**src/spc_pkg.sv**
```systemverilog
`default_nettype none

package spc_pkg;

  // Signal numbering and widths
  localparam int SIGNAL_COUNT = 64;
  localparam int SIG_IDX_W    = $clog2(SIGNAL_COUNT);
  localparam int SIG_NUM_W    = 7;
  localparam int PEND_W       = 64;

  localparam logic [PEND_W-1:0] VALID_MASK = (SIGNAL_COUNT >= PEND_W) ? {PEND_W{1'b1}} :
      ((PEND_W'(1) << SIGNAL_COUNT) - PEND_W'(1));

  localparam logic [SIG_NUM_W-1:0] MAX_SIG = SIG_NUM_W'(SIGNAL_COUNT);

  localparam logic [SIG_NUM_W-1:0] SIGKILL = 7'd9;
  localparam logic [SIG_NUM_W-1:0] SIGCONT = 7'd18;
  localparam logic [SIG_NUM_W-1:0] SIGSTOP = 7'd19;
  localparam logic [SIG_NUM_W-1:0] SIGTSTP = 7'd20;
  localparam logic [SIG_NUM_W-1:0] SIGTTIN = 7'd21;
  localparam logic [SIG_NUM_W-1:0] SIGTTOU = 7'd22;

  // Handler kinds held in the action table
  localparam logic [1:0] H_DEFAULT = 2'd0;
  localparam logic [1:0] H_IGNORE  = 2'd1;
  localparam logic [1:0] H_CAUGHT  = 2'd2;

  typedef enum logic [2:0] {
    OP_SEND         = 3'd0,
    OP_POP          = 3'd1,
    OP_SET_BLOCKED  = 3'd2,
    OP_SET_ACTION   = 3'd3,
    OP_READ_PENDING = 3'd4
  } op_t;

  localparam logic [2:0] ACT_NONE    = 3'd0;
  localparam logic [2:0] ACT_DELIVER = 3'd1;
  localparam logic [2:0] ACT_TERM    = 3'd2;
  localparam logic [2:0] ACT_CORE    = 3'd3;
  localparam logic [2:0] ACT_STOP    = 3'd4;

  localparam logic ST_OK      = 1'b0;
  localparam logic ST_INVALID = 1'b1;

  localparam logic REG_IS_INIT = 1'b0;

  typedef enum logic [2:0] {
    D_TERM,
    D_IGN,
    D_CORE,
    D_STOP,
    D_CONT
  } disp_t;

  typedef struct packed {
    logic       reset_flag;
    logic [1:0] kind;
  } entry_t;

  typedef struct packed {
    logic                 we;
    logic [SIG_IDX_W-1:0] waddr;
    entry_t               wdata;
    logic [SIG_IDX_W-1:0] raddr;
  } ram_req_t;

  function automatic logic [PEND_W-1:0] sig_bit(input logic [SIG_NUM_W-1:0] s);
    logic [5:0] sh;
    sh = 6'(s - 7'd1);
    return PEND_W'(1) << sh;
  endfunction

  function automatic disp_t default_disp(input logic [SIG_NUM_W-1:0] s);
    disp_t d;
    case (s)
      7'd3, 7'd4, 7'd5, 7'd6, 7'd7, 7'd8, 7'd11, 7'd24, 7'd25, 7'd31: d = D_CORE;
      7'd17, 7'd23, 7'd28:                   d = D_IGN;
      SIGSTOP, SIGTSTP, SIGTTIN, SIGTTOU:    d = D_STOP;
      SIGCONT:                               d = D_CONT;
      default:                               d = D_TERM;
    endcase
    return d;
  endfunction

endpackage

`default_nettype wire

```
**src/spc_action_ram.sv**
```systemverilog
`default_nettype none

module spc_action_ram
  import spc_pkg::*;
(
  input  logic     clk,
  input  logic     rst,
  input  ram_req_t req,
  output entry_t   rdata
);

  entry_t                  mem [SIGNAL_COUNT];
  logic [SIGNAL_COUNT-1:0] written;
  entry_t                  rraw;
  logic                    rvalid;

  always_ff @(posedge clk) begin
    if (req.we) begin
      mem[req.waddr] <= req.wdata;
    end
    rraw <= mem[req.raddr];
  end

  // Unwritten entries read as the default handler with no reset flag
  always_ff @(posedge clk) begin
    if (rst) begin
      written <= '0;
      rvalid  <= 1'b0;
    end else begin
      if (req.we) begin
        written[req.waddr] <= 1'b1;
      end
      rvalid <= written[req.raddr];
    end
  end

  assign rdata = rvalid ? rraw : '0;

endmodule

`default_nettype wire

```
**src/spc_lowest_bit.sv**
```systemverilog
`default_nettype none

module spc_lowest_bit
  import spc_pkg::*;
(
  input  logic [PEND_W-1:0]    word,
  output logic                 found,
  output logic [SIG_IDX_W-1:0] index,
  output logic [PEND_W-1:0]    onehot
);

  // Isolate the lowest set bit, then encode it
  assign onehot = word & (~word + PEND_W'(1));
  assign found  = |word;

  always_comb begin
    index = '0;
    for (int i = 0; i < SIGNAL_COUNT; i++) begin
      if (onehot[i]) begin
        index = index | SIG_IDX_W'(i);
      end
    end
  end

endmodule

`default_nettype wire

```
**src/signal_pending_controller_core.sv**
```systemverilog
`default_nettype none

// Channel   Ports                                              Transfer when
// -------   -------------------------------------------------  --------------------------
// command   start, busy, operation, signal_number, to_group,   start && !busy
//           new_blocked_mask, handler_kind, reset_on_delivery
// result    done, status, popped_signal, pop_action,           done (one cycle, no stall)
//           pending_set
// config    psel, penable, pwrite, paddr, pwdata, prdata,      psel && penable && pwrite
//           pready
//
// Set blocked, set action, read pending and rejected commands report from the
// execute state; send first waits in a further state for the action table read.
// A pop returns from a wait state to the execute state for each pending signal
// that it skips, and ends when it acts on one or when none is left visible.
// Each signal examined costs a pass through the lowest-bit finder and a
// registered table read.
// Synchronous reset clears pending sets, blocked mask, table valid bits and
// is_init_process. The receiver cannot stall: done pulses for one cycle.

module signal_pending_controller_core
  import spc_pkg::*;
(
  input  logic                 clk,
  input  logic                 rst,
  // command
  input  logic                 start,
  output logic                 busy,
  input  logic [2:0]           operation,
  input  logic [SIG_NUM_W-1:0] signal_number,
  input  logic                 to_group,
  input  logic [PEND_W-1:0]    new_blocked_mask,
  input  logic [1:0]           handler_kind,
  input  logic                 reset_on_delivery,
  // result
  output logic                 done,
  output logic                 status,
  output logic [SIG_NUM_W-1:0] popped_signal,
  output logic [2:0]           pop_action,
  output logic [PEND_W-1:0]    pending_set,
  // configuration
  input  logic                 psel,
  input  logic                 penable,
  input  logic                 pwrite,
  input  logic [2:0]           paddr,
  input  logic [31:0]          pwdata,
  output logic [31:0]          prdata,
  output logic                 pready
);

  typedef enum logic [1:0] {
    S_IDLE,
    S_EXEC,
    S_SEND_WAIT,
    S_POP_WAIT
  } state_t;

  state_t state;

  // Captured command
  logic [2:0]           op_q;
  logic [SIG_NUM_W-1:0] sig_q;
  logic                 grp_q;
  logic [PEND_W-1:0]    mask_q;
  logic [1:0]           kind_q;
  logic                 rod_q;

  // Architectural state
  logic [PEND_W-1:0]    private_pending;
  logic [PEND_W-1:0]    group_pending;
  logic [PEND_W-1:0]    blocked_mask;
  logic                 is_init_process;
  logic [SIG_IDX_W-1:0] pop_idx;

  logic [PEND_W-1:0]    private_next;
  logic [PEND_W-1:0]    group_next;
  logic [PEND_W-1:0]    visible;
  logic                 low_found;
  logic [SIG_IDX_W-1:0] low_idx;
  logic [PEND_W-1:0]    low_bit;
  logic                 sig_in_range;
  logic                 action_ok;
  logic [1:0]           kind_norm;
  logic [SIG_NUM_W-1:0] pop_sig;
  disp_t                send_disp;
  disp_t                pop_disp;
  ram_req_t             ram_req;
  entry_t               ram_rdata;
  logic                 cfg_write;

  // ---------------------------------------------------------------------
  // Configuration port: one register, is_init_process, at byte address 0
  // ---------------------------------------------------------------------
  assign pready    = 1'b1;
  assign cfg_write = psel && penable && pwrite && pready;

  always_ff @(posedge clk) begin
    if (rst) begin
      is_init_process <= 1'b0;
    end else if (cfg_write && (paddr[2] == REG_IS_INIT)) begin
      is_init_process <= pwdata[0];
    end
  end

  assign prdata = (paddr[2] == REG_IS_INIT) ? {31'd0, is_init_process} : 32'd0;

  // ---------------------------------------------------------------------
  // Lowest-bit finder over the visible pending word, used by pop
  // ---------------------------------------------------------------------
  assign visible = (private_pending | group_pending) & ~blocked_mask & VALID_MASK;

  spc_lowest_bit u_lowest (
    .word   (visible),
    .found  (low_found),
    .index  (low_idx),
    .onehot (low_bit)
  );

  // ---------------------------------------------------------------------
  // Action table
  // ---------------------------------------------------------------------
  spc_action_ram u_table (
    .clk   (clk),
    .rst   (rst),
    .req   (ram_req),
    .rdata (ram_rdata)
  );

  assign sig_in_range = (sig_q != '0) && (sig_q <= MAX_SIG);
  assign action_ok    = sig_in_range && (sig_q != SIGKILL) && (sig_q != SIGSTOP);
  assign kind_norm    = (kind_q == 2'd3) ? H_DEFAULT : kind_q;
  assign pop_sig      = SIG_NUM_W'(pop_idx) + 7'd1;
  assign send_disp    = default_disp(sig_q);
  assign pop_disp     = default_disp(pop_sig);

  always_comb begin
    ram_req       = '0;
    // Send reads its own entry, pop reads the lowest visible one
    ram_req.raddr = (op_q == OP_SEND) ? SIG_IDX_W'(sig_q - 7'd1) : low_idx;
    if ((state == S_EXEC) && (op_q == OP_SET_ACTION) && action_ok) begin
      ram_req.we               = 1'b1;
      ram_req.waddr            = SIG_IDX_W'(sig_q - 7'd1);
      ram_req.wdata.kind       = kind_norm;
      ram_req.wdata.reset_flag = rod_q;
    end else if ((state == S_POP_WAIT) && (ram_rdata.kind == H_CAUGHT) &&
                 ram_rdata.reset_flag) begin
      // Revert a one-shot handler to default; keep the flag
      ram_req.we               = 1'b1;
      ram_req.waddr            = pop_idx;
      ram_req.wdata.kind       = H_DEFAULT;
      ram_req.wdata.reset_flag = 1'b1;
    end
  end

  // ---------------------------------------------------------------------
  // Send update: stop/continue clearing first, then the drop check
  // ---------------------------------------------------------------------
  always_comb begin
    logic [PEND_W-1:0] clr;
    logic [PEND_W-1:0] b;
    logic              drop;
    b   = sig_bit(sig_q);
    clr = '0;
    if (send_disp == D_CONT) begin
      clr = sig_bit(SIGSTOP) | sig_bit(SIGTSTP) | sig_bit(SIGTTIN) | sig_bit(SIGTTOU);
    end else if (send_disp == D_STOP) begin
      clr = sig_bit(SIGCONT);
    end
    drop = 1'b0;
    if ((blocked_mask & b) == '0) begin
      drop = (is_init_process && (ram_rdata.kind == H_DEFAULT)) ||
             (ram_rdata.kind == H_IGNORE) ||
             ((ram_rdata.kind == H_DEFAULT) && (send_disp == D_IGN));
    end
    private_next = private_pending & ~clr;
    group_next   = group_pending & ~clr;
    if (!drop) begin
      if (grp_q) begin
        group_next = group_next | b;
      end else begin
        private_next = private_next | b;
      end
    end
  end

  // ---------------------------------------------------------------------
  // Sequencer
  // ---------------------------------------------------------------------
  assign busy = (state != S_IDLE);

  always_ff @(posedge clk) begin
    if (rst) begin
      state           <= S_IDLE;
      done            <= 1'b0;
      private_pending <= '0;
      group_pending   <= '0;
      blocked_mask    <= '0;
    end else begin
      done <= 1'b0;
      unique case (state)
        S_IDLE: begin
          if (start) begin
            op_q          <= operation;
            sig_q         <= signal_number;
            grp_q         <= to_group;
            mask_q        <= new_blocked_mask;
            kind_q        <= handler_kind;
            rod_q         <= reset_on_delivery;
            // Fields that do not belong to the operation report zero
            status        <= ST_OK;
            popped_signal <= '0;
            pop_action    <= ACT_NONE;
            pending_set   <= '0;
            state         <= S_EXEC;
          end
        end

        S_EXEC: begin
          unique case (op_q)
            OP_SEND: begin
              if (sig_q > MAX_SIG) begin
                status <= ST_INVALID;
                done   <= 1'b1;
                state  <= S_IDLE;
              end else if (sig_q == '0) begin
                // Existence probe: no effect
                done  <= 1'b1;
                state <= S_IDLE;
              end else begin
                state <= S_SEND_WAIT;
              end
            end
            OP_POP: begin
              if (!low_found) begin
                done  <= 1'b1;
                state <= S_IDLE;
              end else begin
                private_pending <= private_pending & ~low_bit;
                group_pending   <= group_pending & ~low_bit;
                pop_idx         <= low_idx;
                state           <= S_POP_WAIT;
              end
            end
            OP_SET_BLOCKED: begin
              // Kill and stop can never be blocked
              blocked_mask <= mask_q & VALID_MASK & ~(sig_bit(SIGKILL) | sig_bit(SIGSTOP));
              done         <= 1'b1;
              state        <= S_IDLE;
            end
            OP_SET_ACTION: begin
              if (!action_ok) begin
                status <= ST_INVALID;
              end
              done  <= 1'b1;
              state <= S_IDLE;
            end
            OP_READ_PENDING: begin
              pending_set <= visible;
              done        <= 1'b1;
              state       <= S_IDLE;
            end
            default: begin
              done  <= 1'b1;
              state <= S_IDLE;
            end
          endcase
        end

        S_SEND_WAIT: begin
          private_pending <= private_next;
          group_pending   <= group_next;
          done            <= 1'b1;
          state           <= S_IDLE;
        end

        S_POP_WAIT: begin
          if (ram_rdata.kind == H_IGNORE) begin
            state <= S_EXEC;
          end else if (ram_rdata.kind == H_CAUGHT) begin
            popped_signal <= pop_sig;
            pop_action    <= ACT_DELIVER;
            done          <= 1'b1;
            state         <= S_IDLE;
          end else begin
            unique case (pop_disp)
              D_TERM: begin
                popped_signal <= pop_sig;
                pop_action    <= ACT_TERM;
                done          <= 1'b1;
                state         <= S_IDLE;
              end
              D_CORE: begin
                popped_signal <= pop_sig;
                pop_action    <= ACT_CORE;
                done          <= 1'b1;
                state         <= S_IDLE;
              end
              D_STOP: begin
                popped_signal <= pop_sig;
                pop_action    <= ACT_STOP;
                done          <= 1'b1;
                state         <= S_IDLE;
              end
              default: begin
                // Ignore or continue by default: skip and look again
                state <= S_EXEC;
              end
            endcase
          end
        end

        default: begin
          state <= S_IDLE;
        end
      endcase
    end
  end

  // ---------------------------------------------------------------------
  // Assertions
  // ---------------------------------------------------------------------
  a_done_after_busy: assert property (@(posedge clk) disable iff (rst)
    done |-> $past(busy))
    else $error("result strobe without a command in progress");

  a_accept_goes_busy: assert property (@(posedge clk) disable iff (rst)
    (start && !busy) |=> busy)
    else $error("accepted command did not make the block busy");

  a_kill_stop_unblocked: assert property (@(posedge clk) disable iff (rst)
    $past(state == S_EXEC && op_q == OP_SET_BLOCKED) |->
      (!blocked_mask[SIG_IDX_W'(SIGKILL - 7'd1)] && !blocked_mask[SIG_IDX_W'(SIGSTOP - 7'd1)]))
    else $error("kill or stop became blocked");

  a_action_has_signal: assert property (@(posedge clk) disable iff (rst)
    (done && (pop_action != ACT_NONE)) |-> (popped_signal != '0))
    else $error("pop action reported without a signal");

endmodule

`default_nettype wire

```
**config.mk**
```make
export PLATFORM = sky130hd
export DESIGN_NAME = signal_pending_controller_core
export DESIGN_NICKNAME = d
export VERILOG_FILES = /design/src/spc_pkg.sv /design/src/spc_action_ram.sv /design/src/spc_lowest_bit.sv /design/src/signal_pending_controller_core.sv
export SDC_FILE = /design/constraint.sdc
export NUM_CORES = 1
export LEC_CHECK = 0
export ABC_AREA = 1
export ABC_CLOCK_PERIOD_IN_PS = 13600
export CORE_UTILIZATION = 48
export CTS_BUF_LIST = sky130_fd_sc_hd__clkbuf_8
export DETAILED_ROUTE_END_ITERATION = 12
export DONT_BUFFER_PORTS = 1
export GPL_TIMING_DRIVEN = 0
export MAX_ROUTING_LAYER = met4
export PLACE_DENSITY_LB_ADDON = 0.12
export SETUP_SLACK_MARGIN = 0.02
export SLEW_MARGIN = 15
export SYNTH_ARGS = -nofsm -noshare
export SYNTH_HDL_FRONTEND = slang
export SYNTH_SLANG_ARGS = --single-unit
```
**constraint.sdc**
```tcl
create_clock -name clk -period 13.6 [get_ports clk]
set_input_delay 0.68 -clock clk [delete_from_list [all_inputs] [get_ports clk]]
set_output_delay 0.68 -clock clk [all_outputs]
set_load 0.02 [all_outputs]
```
# Word level (Yosys, flattened, before mapping)
# Memory sizes are Yosys's and may differ from the RTL's. A register that Yosys moved wholly into a read port is not among the register bits.
# Cells that the tools add are included.
# totals
register_bits	420
mem_bits_rw	192
romBits	192
wordCells	397
memories	3
# mem_list
memory	depth	width	rd	rd_clocked_by_memory_dff	wr	line	text
u_table.mem	64	3	1	1	1	spc_action_ram.sv:12	entry_t mem [SIGNAL_COUNT];
(no name shown)	32	3	1	0	0	spc_pkg.sv:75	case (s)
(no name shown)	32	3	1	1	0	spc_pkg.sv:75	
# classes
addsub	3
n_lt_le_gt_ge	5
n_eq_ne	27
shift	1
muxes	276
bitwise_logic	17
n_reduce_logical	46
# ops
op	count
$mux W64	43
$and A64 B64 Y64	7
$pmux W64 S2	3
$not A64 Y64	4
$or A64 B64 Y64	4
$mux W6	42
$mux W7	21
$mux W5	17
$mux W3	27
$mux W2	38
$add A64 B1 Y64 const B	1
$logic_not A64 Y1	1
$reduce_or A64 Y1	1
$shl A1 B6 Y64 const A	1
$mux W1	62
$mux W4	8
$mux W10	3
$mux W18	1
$reduce_bool A2 Y1	9
$eq A3 B2 Y1 const B	5
$lt A6 B7 Y1 const B	2
$pmux W7 S2	1
$logic_and A1 B1 Y1	13
$ne A4 B3 Y1 const B	3
other kinds (36)	58

# Logic depth before layout (Yosys ltp)
# depth
word_depth	77
mapped_depth	27
depth_no_buf	25

# Hierarchy
# Synthesis repeated with hierarchy kept, for this count alone.
# hier_totals
hier_cells	4224
area_unflattened_um2	31586.5
# by_module_without_submodules
mod	instances	cells_per_inst	area_per_inst_um2	seq_area_each_um2
signal_pending_controller_core	1	2504	18231.2	8658.3
spc_action_ram	1	1104	10719.0	7126.8
spc_lowest_bit	1	616	2636.3	0.0

# Worst setup path after synthesis
# Ideal clock, no wire load.
# synth_timing
kind	input to register
from	input port start
to	register with a tool-made name
arrival_time_ns	5.860
slack_ns	7.618
cell_stages	9
path_cell_list	nand2_1 -> nor2_1 -> inv_1 -> o21ai_0 -> inv_1 -> ha_1 -> o21ai_0 -> a31oi_1 -> a311o_1
# synth_lines
item	line	text
from (decl)	signal_pending_controller_core.sv:27	input logic start,

# Worst setup path in the final report
# layout_timing
from	register sig_q[0]
to	register group_pending[45]
# layout_between
elab_chain_cells	8
word_cells_on_any_way	11
# layout_lines
item	line	text
from (decl)	signal_pending_controller_core.sv:62	logic [SIG_NUM_W-1:0] sig_q;
from (signal assigned)	signal_pending_controller_core.sv:204	sig_q <= signal_number;
$sub A6 B1 Y6 (*)	spc_pkg.sv:69	sh = 6'(s - 7'd1);
$shl A1 B6 Y64 (*)	spc_pkg.sv:70	return PEND_W'(1) << sh;
$and A64 B64 Y64 / $or A64 B64 Y64 (equally long branches)	signal_pending_controller_core.sv:170, signal_pending_controller_core.sv:179	
$logic_not A64 Y1 / $mux W64 (equally long branches)	signal_pending_controller_core.sv:170, signal_pending_controller_core.sv:178	
$mux W1 / $mux W64 (equally long branches)	signal_pending_controller_core.sv:170, signal_pending_controller_core.sv:177	
$mux W64 (*)	signal_pending_controller_core.sv:177	if (!drop) begin
$pmux W64 S2 (*)	signal_pending_controller_core.sv:200	unique case (state)
$mux W64 (*)	signal_pending_controller_core.sv:192	if (rst) begin
to (signal assigned)	signal_pending_controller_core.sv:239	group_pending <= group_pending & ~low_bit;
to (signal assigned)	signal_pending_controller_core.sv:271	group_pending <= group_next;
to (decl)	signal_pending_controller_core.sv:70	logic [PEND_W-1:0] group_pending;
# Every way passes the cells marked *; elsewhere a longest branch is shown, timed or not. The select of a mux whose other input is x is not followed.
# A chain may end at the register's enable or synchronous reset.

==> run summary <==
Timing would allow up to 192.3 MHz. The total area inside the core boundary comes to 60700 µm². The unique cell type count in the Yosys netlist came out at 50.

The final period demand of the worst path was 5.200 ns. Total of max-cap violations: 0. Fill cells in the final layout number 5822. The final critical path takes up 38.23% of the cycle.

The die covers 62790 µm². The overall routed net length was 118700 µm. For the first-pass iteration count of the detailed router, the log shows 10. For this block, the initial DRC count from the detailed router was 4273. The number of setup buffers added after CTS is 0.

The endpoint identified for the worst register-to-register timing path is group_pending[45]. The number of enable flip-flop cells after synthesis came out at 349. Average cell area after synthesis: 8.001 µm².

The first-pass GRT wire length is 169000 µm, and the leakage component of the power is 13.70 nW. For the number of cells produced by synthesis, the log shows 3707. Across the whole layout, storage elements account for 15790 µm². The logs give 18.01% for the remaining max-slew budget at the tightest pin and 0.04217 ns for the maximum clock skew at final layout. The run gives 24.95k as the via count of the first global-routing pass.

For this design the ratio of total power to cell area is 134.6 nW/µm². The largest individual stage delay along the critical path comes from the cell sky130_fd_sc_hd__nor3_1. The via total after detailed routing was 28.05k; the post-layout net count was 4008. The number of max-slew violations in the final report is 0, and the share of synthesized registers carrying an async set or reset is 0%. The clock-pin slew on the worst setup and hold paths is 0.06 ns, and the die span in x is 250.6 µm. The critical path goes through inv_1, ha_1, or2_2, nand2_2, inv_2, nor3_1, nand2_1, nor2_1, nand2_1, nand4_1, nor2_1, nand4_1, nor2_4, inv_2, nand2_2, inv_2, clkbuf_1, o21ai_0, a21oi_1. The number of H-tree branching levels was 3. The critical path class is register to register. TritonCTS built the clock tree. Measured on the finished design, the core utilization comes to 55.13%. The share of final-layout standard cells stronger than drive strength 1 was 7.444%; the area of the mapped netlist was 29660 µm². The tree built by TritonCTS fans out to 614 sinks. The run finished, with violations left. Of all nets on the critical path, the largest fanout is 10.

Dividing the detail-routed wire length by the instance count gives 24.99 µm. STA classifies the critical path startpoint as a register. For the setup TNS after final layout, the log shows 0 ns.

The worst path setup slack after routing was 8.400 ns; the instance count along the most critical hold path was 0. Setup violations remaining at the end of the flow were counted as 0. Hold timing on the final database bottoms out at a slack of 0.03708 ns. The initial core utilization was 48.87%. The area of the multi-input gates is 12060 µm².

The number of register bits inferred by synthesis works out to 614. In this run the core area contains 90 standard-cell rows. The HPWL after detailed placement is 91100 µm. The clock passes through at most 3 buffers.

The relative area change from synthesis to final layout was 12.81%; the via density per instance was 5.904. The count of cells resized by post-cts repair was 0. The most critical setup path has its startpoint at sig_q[0]. For hold timing, the worst endpoint is sig_q[2].

The warning count from the yosys run came out at 0. The total global routing overflow is 0, and the placed cell area is 31060 µm². The worst min-delay path class is input port to register. Buffers placed on the I/O ports in this run total 0. The worst hold path begins at signal_number[2]. The number of hold buffers added after CTS is 21.

The final reports fail on DRC. Data arrives at the worst endpoint at 5.85 ns. The tools report the endpoint class of the critical path as a register. From bottom edge to top edge, the die measures 250.6 µm. The DRC violation count after routing was 1. Weighted congestion at the end of routability-driven global placement: 1.056. For this run, the leading register cell type out of synthesis is sky130_fd_sc_hd__edfxtp_1. The logs give 0 for the number of hold-slack violations in the final timing report and 0.75 ns for the insertion delay of the later-clocked pin in the worst-skew pair. STA puts the critical path data required time at 14.25 ns. The global-route usage over all layers is 38.25%, and the delay contributed by the slowest stage of the critical path is 0.54 ns. The cell depth of the worst flop-to-flop path is 19. By instance count, the cell type seen most on the critical path is sky130_fd_sc_hd__inv_2. Counting the buffers created by CTS gives 101.

Once layout is done, the placed cells without fillers occupy 33460 µm². The peak supply drop was 0.1098 mV; the boundary pin count was 229. The detail route stage leaves a number of antenna-violating nets equal to 0.

The origin of the critical flop-to-flop path was sig_q[0]. For the pin count of the biggest net entering global routing, the log shows 65. Setup repair after global routing left no endpoint under its margin.

The worst setup slack before clock tree synthesis was 8.737 ns; the transition time of the tightest slew-check pin was 1.230 ns. Setup slack on the worst reg-to-reg path comes out at 8.40 ns. The root buffer cell chosen for the clock tree is sky130_fd_sc_hd__clkbuf_8.

After synthesis, flip-flops and latches occupy 53.22% of the total area. The number of antenna violations at the first check in global routing is 5.
## state kept, by name, summed over array words and instances (netlist names), 2 cells and up, named ones only
| signal | cells |
|---|---|
| private_pending | 64 |
| group_pending | 64 |
| u_table.written | 64 |
| state | 2 |
| sig_q | 7 |
| u_table.mem | 192 |
| popped_signal | 7 |
| op_q | 3 |
| mask_q | 62 |
| pop_action | 3 |
| pending_set | 64 |
| u_table.rraw | 3 |
| blocked_mask | 62 |
| kind_q | 2 |
| pop_idx | 6 |
## report_power, final
group | leakage (nW) | switching, mW | internal (mW)
logic | 7.51 | 0.538 | 0.186
registers | 4.98 | 0.0395 | 1.99
clock network | 1.21 | 0.797 | 0.948
## placed cells by master, fill, tap and decap left out, types with 4 or more instances in the layout
| cell | instances |
|---|---|
| sky130_fd_sc_hd__or2_2 | 5 |
| sky130_fd_sc_hd__nand2_1 | 839 |
| sky130_fd_sc_hd__edfxtp_1 | 349 |
| sky130_fd_sc_hd__o21ai_1 | 11 |
| sky130_fd_sc_hd__nor4_1 | 13 |
| sky130_fd_sc_hd__a31oi_1 | 11 |
| sky130_fd_sc_hd__conb_1 | 32 |
| sky130_fd_sc_hd__clkbuf_8 | 117 |
| sky130_fd_sc_hd__bufinv_16 | 8 |
| sky130_fd_sc_hd__nand3b_1 | 4 |
| sky130_fd_sc_hd__nand4_1 | 40 |
| sky130_fd_sc_hd__nor3_1 | 63 |
| sky130_fd_sc_hd__clkinv_2 | 5 |
| sky130_fd_sc_hd__a21oi_1 | 212 |
| sky130_fd_sc_hd__a211oi_1 | 6 |
| sky130_fd_sc_hd__dfxtp_1 | 265 |
| sky130_fd_sc_hd__inv_1 | 276 |
| sky130_fd_sc_hd__nand2_2 | 5 |
| sky130_fd_sc_hd__nor2_1 | 675 |
| sky130_fd_sc_hd__ha_1 | 12 |
| sky130_fd_sc_hd__clkbuf_1 | 99 |
| sky130_fd_sc_hd__buf_2 | 50 |
| sky130_fd_sc_hd__o21bai_1 | 44 |
| sky130_fd_sc_hd__buf_4 | 49 |
| sky130_fd_sc_hd__clkinv_1 | 16 |
| sky130_fd_sc_hd__clkinvlp_4 | 5 |
| sky130_fd_sc_hd__inv_2 | 6 |
| sky130_fd_sc_hd__o211ai_1 | 44 |
| sky130_fd_sc_hd__o22ai_1 | 11 |
| sky130_fd_sc_hd__nand3_1 | 342 |
| sky130_fd_sc_hd__buf_16 | 5 |
| sky130_fd_sc_hd__o21ai_0 | 258 |
| sky130_fd_sc_hd__inv_6 | 4 |
| sky130_fd_sc_hd__diode_2 | 5 |
| sky130_fd_sc_hd__dlygate4sd3_1 | 21 |
| sky130_fd_sc_hd__and2_1 | 4 |
| sky130_fd_sc_hd__buf_6 | 8 |
## worst max path at each step
stage / end / slack [ns]
floorplan: register / 7.62
global placement: register / 4.87
global route: u_table.rvalid / 8.32
detailed placement: group_pending[52] / 8.74
CTS: group_pending[52] / 8.73
finish: group_pending[45] / 8.40
## cells by family (layout without fill, tap and decap cells)
group	count (synthesis)	count (layout)	share of synthesized area (%)
buffers and inverters	453	679	6.648
other	2	37	0.02532
XOR/XNOR	5	5	0.2236
adder cells (fa/ha/maj)	12	12	0.5062
AO/OA/AOI/OAI	618	618	11.58
flip-flops	614	614	53.22
AND/OR/NAND/NOR	2003	2003	27.79
## layer usage
metal,up-vias,track usage [%],routed length (µm)
li1,12762,-,-
met4,0,11.52,3649
met5,-,-,0
met3,216,9.737,14880
met1,13264,57.15,53390
met2,1804,49.97,46780
## final cells by class
cell class	instances	share of cell area, %
Sequential cell	614	47.17
Multi-Input combinational cell	2670	36.05
Clock buffer	117	4.812
Buffer	200	3.055
Tap cell	782	2.924
Inverter	253	2.838
Clock inverter	72	1.698
Timing Repair Buffer	37	1.413
Antenna cell	5	0.03739
## Yosys cell counts (4+ instances only)
cell	number	area share, %
sky130_fd_sc_hd__buf_4	44	1.1
sky130_fd_sc_hd__and2_1	4	0.084
sky130_fd_sc_hd__nor2_1	677	8.6
sky130_fd_sc_hd__nor3_1	64	1.1
sky130_fd_sc_hd__buf_2	49	0.83
sky130_fd_sc_hd__o22ai_1	11	0.23
sky130_fd_sc_hd__nand4_1	40	0.84
sky130_fd_sc_hd__a21oi_1	213	3.6
sky130_fd_sc_hd__inv_2	6	0.076
sky130_fd_sc_hd__o21ai_0	258	4.4
sky130_fd_sc_hd__o21ai_1	11	0.19
sky130_fd_sc_hd__ha_1	12	0.51
sky130_fd_sc_hd__a31oi_1	11	0.23
sky130_fd_sc_hd__dfxtp_1	265	18
sky130_fd_sc_hd__inv_1	245	3.1
sky130_fd_sc_hd__clkbuf_1	99	1.3
sky130_fd_sc_hd__buf_6	6	0.23
sky130_fd_sc_hd__o211ai_1	44	1.1
sky130_fd_sc_hd__or2_2	5	0.11
sky130_fd_sc_hd__nand2_2	5	0.11
sky130_fd_sc_hd__a211oi_1	6	0.15
sky130_fd_sc_hd__nand2_1	840	11
sky130_fd_sc_hd__edfxtp_1	349	35
sky130_fd_sc_hd__o21bai_1	44	1.1
sky130_fd_sc_hd__nand3_1	342	5.8
sky130_fd_sc_hd__nand3b_1	4	0.10
sky130_fd_sc_hd__nor4_1	14	0.30
## stage by stage
| step | total power, mW | instances |
|---|---|---|
| 5_1_grt | 4.635 | 4750 |
| 6_report | 4.503 | 4750 |
| 3_3_place_gp | 2.756 | 4519 |
| 3_5_place_dp | 2.758 | 4535 |
| 4_1_cts | 4.480 | 4745 |
| 2_1_floorplan | 2.496 | 3737 |
## critical path, delay by kind of cell, from the launching register on
| family | cells | cell delay (ns) |
|---|---|---|
| flip-flops | 1 | 0.47 |
| AND/OR/NAND/NOR | 11 | 2.76 |
| adder cells (fa/ha/maj) | 1 | 0.26 |
| buffers and inverters | 5 | 1.23 |
| AO/OA/AOI/OAI | 2 | 0.35 |
Power figures use the tool's default switching activity.
